$ cat src/nle_pkg.sv
// Shared types and constants for the nearest landmark encoder.
`timescale 1ns / 1ps

package nle_pkg;

  localparam int COORD_W = 16;
  localparam int SLOT_W  = 7;
  localparam int CNT_W   = 8;
  localparam int SQ_W    = 33;  // square of a 17-bit difference, at most 2^32
  localparam int DIST_W  = 34;  // sum of two squares

  localparam logic OP_WRITE = 1'b0;
  localparam logic OP_QUERY = 1'b1;

  // Landmark write broadcast to every cell.
  typedef struct packed {
    logic                      en;
    logic [SLOT_W-1:0]         slot;
    logic signed [COORD_W-1:0] x;
    logic signed [COORD_W-1:0] y;
  } wr_t;

  // Query beat handed from cell to cell with the best match found so far.
  typedef struct packed {
    logic                      valid;
    logic signed [COORD_W-1:0] qx;
    logic signed [COORD_W-1:0] qy;
    logic [DIST_W-1:0]         sq_sum;
    logic signed [COORD_W-1:0] lx;
    logic signed [COORD_W-1:0] ly;
  } beat_t;

endpackage

$ cat src/nle_cell.sv
// One landmark cell: holds a landmark and folds it into the passing query's best match.
`timescale 1ns / 1ps

module nle_cell #(
  parameter int J     = 0,
  parameter int IDX_W = 7
) (
  input  logic               clk,
  input  logic               rst_n,
  input  logic               adv,
  input  logic               active,
  input  nle_pkg::wr_t       wr,
  input  nle_pkg::beat_t     prev,
  input  logic [IDX_W-1:0]   prev_idx,
  output nle_pkg::beat_t     nxt,
  output logic [IDX_W-1:0]   nxt_idx
);

  import nle_pkg::*;

  localparam int SEL_W = 10;  // wide enough for any cell number

  logic signed [COORD_W-1:0] lx_r, ly_r;

  beat_t             a_r;
  logic [IDX_W-1:0]  a_idx_r;
  logic [SQ_W-1:0]   sqx_r, sqy_r;

  beat_t             b_r;
  logic [IDX_W-1:0]  b_idx_r;

  logic signed [COORD_W:0]     dx, dy;
  logic signed [2*COORD_W+1:0] px, py;
  logic [DIST_W-1:0]           d;
  logic                        take;

  // Landmark storage
  always_ff @(posedge clk) begin
    if (wr.en && ({{(SEL_W-SLOT_W){1'b0}}, wr.slot} == SEL_W'(J))) begin
      lx_r <= wr.x;
      ly_r <= wr.y;
    end
  end

  // Stage A: squares of the differences
  assign dx = {lx_r[COORD_W-1], lx_r} - {prev.qx[COORD_W-1], prev.qx};
  assign dy = {ly_r[COORD_W-1], ly_r} - {prev.qy[COORD_W-1], prev.qy};
  assign px = dx * dx;
  assign py = dy * dy;

  always_ff @(posedge clk) begin
    if (!rst_n) begin
      a_r.valid <= 1'b0;
    end else if (adv) begin
      a_r.valid <= prev.valid;
    end
  end

  always_ff @(posedge clk) begin
    if (adv) begin
      a_r.qx     <= prev.qx;
      a_r.qy     <= prev.qy;
      a_r.sq_sum <= prev.sq_sum;
      a_r.lx     <= prev.lx;
      a_r.ly     <= prev.ly;
      a_idx_r    <= prev_idx;
      sqx_r      <= px[SQ_W-1:0];
      sqy_r      <= py[SQ_W-1:0];
    end
  end

  // Stage B: distance and compare; the first cell always takes the lead
  assign d    = {1'b0, sqx_r} + {1'b0, sqy_r};
  assign take = (J == 0) || (active && (d < a_r.sq_sum));

  always_ff @(posedge clk) begin
    if (!rst_n) begin
      b_r.valid <= 1'b0;
    end else if (adv) begin
      b_r.valid <= a_r.valid;
    end
  end

  always_ff @(posedge clk) begin
    if (adv) begin
      b_r.qx <= a_r.qx;
      b_r.qy <= a_r.qy;
      if (take) begin
        b_r.sq_sum <= d;
        b_r.lx     <= lx_r;
        b_r.ly     <= ly_r;
        b_idx_r    <= IDX_W'(J);
      end else begin
        b_r.sq_sum <= a_r.sq_sum;
        b_r.lx     <= a_r.lx;
        b_r.ly     <= a_r.ly;
        b_idx_r    <= a_idx_r;
      end
    end
  end

  assign nxt     = b_r;
  assign nxt_idx = b_idx_r;

endmodule
$ cat config.mk
export PLATFORM = sky130hd
export DESIGN_NAME = nle_cell
export DESIGN_NICKNAME = d
export VERILOG_FILES = /design/src/nle_pkg.sv /design/src/nle_cell.sv
export SDC_FILE = /design/constraint.sdc
export NUM_CORES = 1
export LEC_CHECK = 0
export ABC_AREA = 1
export BUFFER_PORTS_ARGS = -buffer_cell sky130_fd_sc_hd__buf_2
export CAP_MARGIN = 40
export CORE_MARGIN = 2
export CORE_UTILIZATION = 45
export CTS_CLUSTER_DIAMETER = 100
export DETAILED_ROUTE_END_ITERATION = 8
export SYNTH_ARGS = -nofsm -noshare
export SYNTH_HDL_FRONTEND = slang
export SYNTH_SLANG_ARGS = --single-unit
$ cat constraint.sdc
create_clock -name clk -period 13.6 [get_ports clk]
set_input_delay 0.68 -clock clk [delete_from_list [all_inputs] [get_ports clk]]
set_output_delay 0.68 -clock clk [all_outputs]
set_load 0.005 [all_outputs]
==> results of run 1 <==
metrics by stage:
stage | setup WS (ps) | instance area, um^2 | hold WS (ps) | cells | utilization, %
2_1_floorplan | 6660 | 30800 | 400 | 3450 | -
3_3_place_gp | 5400 | 32600 | 401 | 4463 | 48.3
3_5_place_dp | 5340 | 32600 | 405 | 4463 | 48.3
4_1_cts | 5710 | 33500 | 218 | 4512 | 49.6
5_1_grt | 5180 | 33500 | 230 | 4512 | 49.6
6_report | 5650 | 33500 | 266 | 4512 | 49.6
final timing paths:
path | startpoint | end | slack (ps) | cells past startpoint
max | lx_r[2] | sqx_r[28] | 5650 | 26
min | wr[2] | ly_r[2] | 270 | 1
max reg2reg | lx_r[2] | sqx_r[28] | 5650 | 26
min reg2reg | a_r[84] | nxt[84] | 420 | 0
final cells by class:
class | count | area, um^2
timing repair buffer | 189 | 992
inverter | 904 | 3400
clock inverter | 18 | 183
sequential | 228 | 6830
tap | 873 | 1090
clock buffer | 31 | 691
multi-input combinational | 2269 | 20300
fill | 6525 | 34000
per-layer routing:
layer  wire length [um]  vias up  track usage (%)
li1                   -    10700                -
met1              32300    10600             29.2
met2              33500      511             35.6
met3               4240       65             3.35
met4               1050        0             3.20
met5                  0        -                0
critical path, delay by kind of cell, from the launching register on:
family                     cells  cell delay (ps)
adders and majority gates      8             3950
and+or+nand+nor               13             2170
buffers and inverters          4              990
DFF                            1              390
AOI/OAI and AO/OA              1              150
cells by family (layout without fill, tap and decap cells):
group           after synthesis  count (layout)  share of synthesized area (%)
buf+inv                     953            1142                           12.0
simple gates               1225            1225                           16.4
flops                       228             228                           22.2
compound gates              213             213                           3.69
fa+ha+maj                   751             751                           43.4
xor+xnor                     73              73                           2.32
other cells                   1               7                         0.0122
sequential cells by signal (all words and copies together), names as in the netlist:
register and cells:
ly_r 16, nxt 99, a_r 33, sqx_r 32
lx_r 16, sqy_r 32
Yosys cell counts (8+ instances only):
| cell | n |
|---|---|
| a21oi_1 | 117 |
| buf_2 | 18 |
| buf_4 | 12 |
| clkbuf_1 | 13 |
| edfxtp_1 | 226 |
| fa_1 | 530 |
| ha_1 | 221 |
| inv_1 | 883 |
| inv_2 | 17 |
| nand2_1 | 690 |
| nand2_2 | 11 |
| nand3_1 | 116 |
| nand3b_1 | 8 |
| nand4_1 | 32 |
| nor2_1 | 316 |
| nor2_4 | 10 |
| nor3_1 | 15 |
| o21ai_0 | 67 |
| o21bai_1 | 11 |
| xnor2_1 | 13 |
| xor2_1 | 53 |
==> impl_metrics.json, run 1 <==
{
  "die-area_um2": 70600,
  "final_common_cell": "inv_1",
  "path_max_fanout": 12,
  "antenna_found_initial": 0,
  "place_congestion": 0.906,
  "ctsHtreeMaxLevel": 1,
  "finalSetupViolCount": 0,
  "max_slew_margin_pct": 42.8,
  "cts_buffers": 27,
  "min_period_ps": 7950,
  "clock_skew_ps": 28.2,
  "maxCapViolations": 0,
  "finalCritPeriodShare_pct": 58.4,
  "drt.antenna.violating_nets": 0,
  "synth_top_area_share_pct": 34.4,
  "die_width_um": 266,
  "dr.pass1.iters": 8,
  "ys.flop_type": "edfxtp_1",
  "worst_pin_slew_ps": 858,
  "synth.area.top_cells": "fa_1 34%, edfxtp_1 22%, inv_1 11%",
  "synth-edff-count": 226,
  "cts-root-buf": "clkbuf_16",
  "ys_ff_latch": 228,
  "slew_violations": 0,
  "core_um2": 67500,
  "cp.required_ps": 13900,
  "post_cts_resized": 0,
  "portBuffers": 174,
  "n_antenna_cell": 0,
  "cp_slowest_cell": "fa_1",
  "outcome": "complete, no violations",
  "ys_warn_count": 0,
  "via_count": 21900,
  "final_cell_mix": "883 x inv_1, 690 x nand2_1, 530 x fa_1",
  "fin_nets": 4520,
  "grt.overflow.total": 0,
  "grt_max_degree": 105,
  "rows": 95,
  "drt_iter0_markers": 1088,
  "syn_area_um2": 30800,
  "cp.arrival_ps": 8250,
  "dp_hpwl_um": 60100,
  "grt_pass1_wl_um": 118000,
  "grt_pass1_vias": 23100,
  "setup_tns_ps": 0,
  "worst_setup_path_end_kind": "flip-flop",
  "area_growth_pct": 8.73,
  "clk_path_buf_depth": 3,
  "initial_core_util_pct": 45.6,
  "yosysUniqueCellTypes": 46,
  "via_per_inst": 4.86,
  "cts.reportedPaths.clkPinSlew_ps": 60,
  "grt_setup_unrepaired": "false",
  "max_freq_mhz": 126,
  "synth_seq_area_share_pct": 22.2,
  "path_class": "flip-flop to flip-flop",
  "cts_num_sinks": 228,
  "clk_latency_ps": 590,
  "cts_setup_buffers": 0,
  "synth_top_cell_by_area": "fa_1",
  "pin_count": 256,
  "cts_tree": "built",
  "ys_async_sr_fraction_pct": 0,
  "track_usage_pct": 21.0,
  "hp-class": "primary input to flip-flop",
  "drc": 0,
  "die_y_um": 266,
  "drt_wl_total_um": 71000,
  "max_stage_delay_ps": 650,
  "synthCells": 3444,
  "hold_buffers": 0,
  "startpoint_type": "flip-flop",
  "postSynthAreaPerCell_um2": 8.95,
  "final_hold_viol_count": 0,
  "wl_per_cell_um": 15.7,
  "path_common_cell": "nand2_1",
  "drive_gt1_share_pct": 7.94
}
Power of run 1 is not shown: default switching activity piles up to over one toggle a cycle in this logic, so the estimate is an artifact.
==> run 2, diff against run 1 <==
--- a/config.mk
+++ b/config.mk
@@ -12,6 +12,7 @@
 export CORE_UTILIZATION = 45
 export CTS_CLUSTER_DIAMETER = 100
 export DETAILED_ROUTE_END_ITERATION = 8
+export PLACE_DENSITY = 0.65
 export SYNTH_ARGS = -nofsm -noshare
 export SYNTH_HDL_FRONTEND = slang
 export SYNTH_SLANG_ARGS = --single-unit
==> constraint.sdc (replaced) <==
create_clock -name clk -period 7.2 [get_ports clk]
set_input_delay 0.36 -clock clk [delete_from_list [all_inputs] [get_ports clk]]
set_output_delay 0.36 -clock clk [all_outputs]
set_load 0.005 [all_outputs]
==> run 2 against run 1 <==
  * Sequential cell count unchanged
  * Via count grew 3.5%
  * Clock-buffer cell count is 4 lower
  * Core utilization up 3.1 points
  * Final cell count increased by 4.2%
  * First-iteration DRC count rose by 20%
  * Critical path depth is 6 higher
  * Non-clock buffer count is 191 higher
  * Register-to-register slack lost 5300 ps
  * Design area grew 6.3%
  * Global-route usage rose by 0.17 points
  * Hold slack lost 210 ps
  * Critical path type is now primary input to flip-flop
  * Largest cell class unchanged
==> impl_metrics.json, run 2 (synthesis gave the netlist of run 1 again) <==
{
  "outcome": "complete, no violations",
  "dr.pass1.iters": 6,
  "regToRegEndpoint": "sqy_r[24]",
  "drt_iter0_markers": 1307,
  "max_freq_mhz": 145,
  "clk_path_buf_depth": 3,
  "portBuffers": 174,
  "core_um2": 67500,
  "ctsHtreeMaxLevel": 1,
  "finalCritPeriodShare_pct": 96.0,
  "rows": 95,
  "drive_gt1_share_pct": 13.6,
  "min_period_ps": 6910,
  "r2r-start": "ly_r[0]",
  "finalInstanceArea_um2": 35600,
  "min_path_cells": 3,
  "die-area_um2": 70600,
  "largest_register_ffs": 99,
  "fillers": 6228,
  "initial_core_util_pct": 45.6,
  "place_area_um2": 33600,
  "die_width_um": 266,
  "finalSetupViolCount": 0,
  "area_growth_pct": 15.6,
  "max_stage_delay_ps": 540,
  "n_antenna_cell": 0,
  "fin_nets": 4710,
  "regArea_um2": 6830,
  "grt_max_degree": 81,
  "cts_buffers": 26,
  "place_congestion": 0.929,
  "via_per_inst": 4.83,
  "max_slew_margin_pct": 49.1,
  "grt_pass1_vias": 24000,
  "slew_violations": 0,
  "cts_num_sinks": 228,
  "cts-root-buf": "clkbuf_16",
  "maxCapViolations": 0,
  "r2r_cells": 31,
  "final_common_cell": "inv_1",
  "hold_path_end": "a_r[98]",
  "cts_tree": "built",
  "drt_wl_total_um": 71900,
  "hp-class": "primary input to flip-flop",
  "wl_per_cell_um": 15.3,
  "via_count": 22700,
  "hold_path.startpoint": "rst_n",
  "grt_pass1_wl_um": 119000,
  "cp.arrival_ps": 7320,
  "cp.required_ps": 7610,
  "multi_input_area_um2": 20800,
  "drc": 0,
  "path_class": "primary input to flip-flop",
  "clock_skew_ps": 36.9,
  "dp_hpwl_um": 61200,
  "die_y_um": 266,
  "clk_latency_ps": 580,
  "startpoint_type": "primary input",
  "rrSetupSlack_ps": 360,
  "worst_pin_slew_ps": 764,
  "cp_slowest_cell": "fa_1",
  "track_usage_pct": 21.2,
  "drt.antenna.violating_nets": 0,
  "path_common_cell": "inv_1",
  "pin_count": 256,
  "final_cell_mix": "876 x inv_1, 675 x nand2_1, 525 x fa_1",
  "cts.reportedPaths.clkPinSlew_ps": 60,
  "critPathLaunch": "prev[66]",
  "path_max_fanout": 5,
  "final_hold_viol_count": 0,
  "grt.overflow.total": 0,
  "worst_setup_path_end_kind": "flip-flop",
  "antenna_found_initial": 0
}
run 2: cell count changes in the layout (fill, tap and decap cells not counted), moves of 11 or more:
cell,previous run,this run
nand2_2,11,24
ha_4,0,11
nor2_1,316,288
dlygate4sd3_1,0,65
o21ai_0,67,56
nand2_1,690,675
a21oi_2,1,13
a21oi_1,117,104
ha_2,0,12
nor2_2,4,30
buf_4,15,134
ha_1,221,198
run 2: final cells by class:
class                      instances  share of cell area [%]
tap                              873                    3.07
multi-input combinational       2269                    58.3
sequential                       228                    19.2
timing repair buffer             380                    7.46
clock inverter                    20                   0.590
inverter                         904                    9.57
clock buffer                      27                    1.84
run 2: what timing repair did:
| item | in CTS | in global routing |
|---|---|---|
| setup buffers | 0 | 5 |
| hold buffers | 65 | 0 |
| resized for setup | 0 | 143 |
| endpoints found under the setup margin | 0 | 33 |
| endpoints found under the hold margin | 65 | 0 |
run 2: worst max-delay path by stage:
stage | to | cells past startpoint | slack (ps)
3_5_place_dp | sqy_r[25] | 33 | 30
3_3_place_gp | sqy_r[25] | 33 | 80
2_1_floorplan | sqx_r[27] | 31 | 570
4_1_cts | sqy_r[25] | 34 | 80
6_report | sqy_r[24] | 32 | 290
5_1_grt | sqx_r[22] | 37 | -20
run 2: worst max-delay path: cells and delay by family:
| kind | cells | cell delay [ps] |
|---|---|---|
| fa+ha+maj | 9 | 3950 |
| simple gates | 10 | 1110 |
| buf+inv | 11 | 1400 |
| xor+xnor | 2 | 490 |
run 2: per-stage QoR:
stage / util [%] / setup TNS, ps / hold slack [ps] / setup WS [ps] / std cells
after floorplan: - / 0 / 400 / 571 / 3450
after global placement: 49.7 / 0 / 400 / 83.0 / 4584
after detailed placement: 49.7 / 0 / 405 / 33.6 / 4584
after CTS: 52.0 / 0 / 18.2 / 80.2 / 4696
after global routing: 52.8 / -46.7 / 59.6 / -15.7 / 4701
final: 52.8 / 0 / 51.7 / 287 / 4701
run 2: routing by layer:
metal  global-route usage (%)  up-vias  part of all wire, %
li1                         -    11100                    -
met1                     29.2    11000                   45
met2                     36.1      572                   47
met3                     2.68       89                  5.9
met4                     4.46        0                  1.9
met5                        0        -                    0
Power of run 2 is left out for the same reason.
==> run 3, diff against run 2 <==
--- a/config.mk
+++ b/config.mk
@@ -12,6 +12,7 @@
 export CORE_UTILIZATION = 45
 export CTS_CLUSTER_DIAMETER = 100
 export DETAILED_ROUTE_END_ITERATION = 8
+export GPL_TIMING_DRIVEN = 0
 export PLACE_DENSITY = 0.65
 export SYNTH_ARGS = -nofsm -noshare
 export SYNTH_HDL_FRONTEND = slang
==> run 3 against run 2 <==
  * Setup slack worse by 61 ps
  * Sequential share of layout area fell by 0.095 points
  * Via count unchanged
  * Core utilization rose by 0.26 points
  * Highest routed layer unchanged
  * Non-clock buffer count decreased by 47
  * Clock skew shrank 11 ps
  * Register-to-register slack lost 130 ps
  * Global-route usage up 0.18 points
  * Critical path depth is 2 lower
  * Die area did not move
  * First-iteration DRC count increased by 6.6%
  * Final cell count decreased by 0.87%
==> impl_metrics.json, run 3 (synthesis gave the netlist of run 1 again) <==
{
  "worst_setup_path_end_kind": "flip-flop",
  "clk_path_buf_depth": 3,
  "dp_hpwl_um": 61400,
  "clock_skew_ps": 26.0,
  "crit_family": "adder cells",
  "grt.overflow.total": 0,
  "hp-class": "primary input to flip-flop",
  "initial_core_util_pct": 45.6,
  "grt_pass1_vias": 23700,
  "pin_count": 256,
  "dr.pass1.iters": 6,
  "antenna_found_initial": 1,
  "area_growth_pct": 16.2,
  "cts_num_sinks": 228,
  "min_period_ps": 6970,
  "cp.arrival_ps": 7310,
  "worst_pin_slew_ps": 743,
  "r2r_cells": 26,
  "critPathBufInv": 9,
  "die-area_um2": 70600,
  "ctsHtreeMaxLevel": 1,
  "cts-root-buf": "clkbuf_16",
  "cts_buffers": 29,
  "drt.antenna.violating_nets": 0,
  "drc": 0,
  "via_per_inst": 4.87,
  "grt_max_degree": 120,
  "clk_latency_ps": 590,
  "outcome": "complete, no violations",
  "startpoint_type": "primary input",
  "die_width_um": 266,
  "fillers": 6209,
  "place_area_um2": 32900,
  "largest_register_ffs": 99,
  "core_um2": 67500,
  "drive_gt1_share_pct": 13.8,
  "max_freq_mhz": 143,
  "max_slew_margin_pct": 50.3,
  "path_class": "primary input to flip-flop",
  "min_path_cells": 2,
  "max_stage_delay_ps": 630,
  "grt_pass1_wl_um": 120000,
  "cp_slowest_cell": "fa_2",
  "via_count": 22700,
  "path_common_cell": "nand2_1",
  "rrSetupSlack_ps": 230,
  "hold_path_end": "ly_r[2]",
  "slew_violations": 0,
  "regToRegEndpoint": "sqx_r[31]",
  "track_usage_pct": 21.4,
  "final_hold_viol_count": 0,
  "cts_tree": "built",
  "finalInstanceArea_um2": 35800,
  "die_y_um": 266,
  "r2r-start": "lx_r[0]",
  "maxCapViolations": 0,
  "drt_iter0_markers": 1393,
  "finalCritPeriodShare_pct": 96.9,
  "final_cell_mix": "868 x inv_1, 654 x nand2_1, 515 x fa_1",
  "cts.reportedPaths.clkPinSlew_ps": 60,
  "wl_per_cell_um": 15.8,
  "cp.required_ps": 7530,
  "drt_wl_total_um": 73700,
  "fin_nets": 4666,
  "rows": 95,
  "grt_setup_unrepaired": "true",
  "finalSetupViolCount": 0,
  "n_antenna_cell": 0,
  "place_congestion": 0.924,
  "path_max_fanout": 10,
  "final_common_cell": "inv_1",
  "hold_path.startpoint": "wr[37]",
  "portBuffers": 174
}
run 3: cell count changes in the layout (fill, tap and decap cells not counted), moves of 9 or more:
cell      before  now
buf_4        134   50
buf_2        173  182
fa_2           5   15
nand2_1      675  654
ha_4          11   23
nand2_2       24   39
clkbuf_1       1   14
fa_1         525  515
ha_1         198  187
run 3: how the worst max path moves through the flow:
stage                     startpoint   endpoint  slack, ps  cells past startpoint
after floorplan              lx_r[0]  sqx_r[27]        570                     31
after global placement      prev[82]  sqx_r[31]       -740                     26
after detailed placement    prev[82]  sqx_r[31]       -740                     26
after CTS                    lx_r[0]  sqx_r[31]        -20                     35
after global routing         lx_r[0]  sqx_r[32]        -10                     37
final                       prev[88]  sqx_r[31]        230                     30
run 3: area by class of cell:
class	instances	area (um^2)	area share, %
multi-input combinational	2269	21200	59.1
sequential	228	6830	19.1
inverter	904	3420	9.54
timing repair buffer	284	1930	5.40
tap	873	1090	3.05
clock buffer	33	741	2.07
buffer	49	385	1.08
clock inverter	20	258	0.720
run 3: routing by layer:
metal  global-route usage, %  vias up  wire length, um
li1                        -    11000                -
met1                    29.8    11000            33400
met2                    36.0      581            34700
met3                    2.36       88             4100
met4                    5.10        0             1460
met5                       0        -                0
run 3: repair_timing:
action,in CTS,in global routing
endpoints found under the hold margin,66,0
endpoints found under the setup margin,27,36
hold buffers,67,0
setup buffers,4,33
pin swaps,4,35
cloned,0,0
resized for setup,41,218
run 3: stage by stage:
step                      hold WS [ps]  util (%)  worst slack, ps  setup TNS (ps)  instances
after floorplan                    400         -              571               0       3450
after global placement             401      48.6             -744           -9180       4497
after detailed placement           405      48.7             -741          -10040       4503
after CTS                         43.2      51.4            -16.1           -16.1       4627
after global routing              67.8      53.0            -14.4           -33.4       4660
final                             79.9      53.0              226               0       4660
Power of run 3 is left out for the same reason.
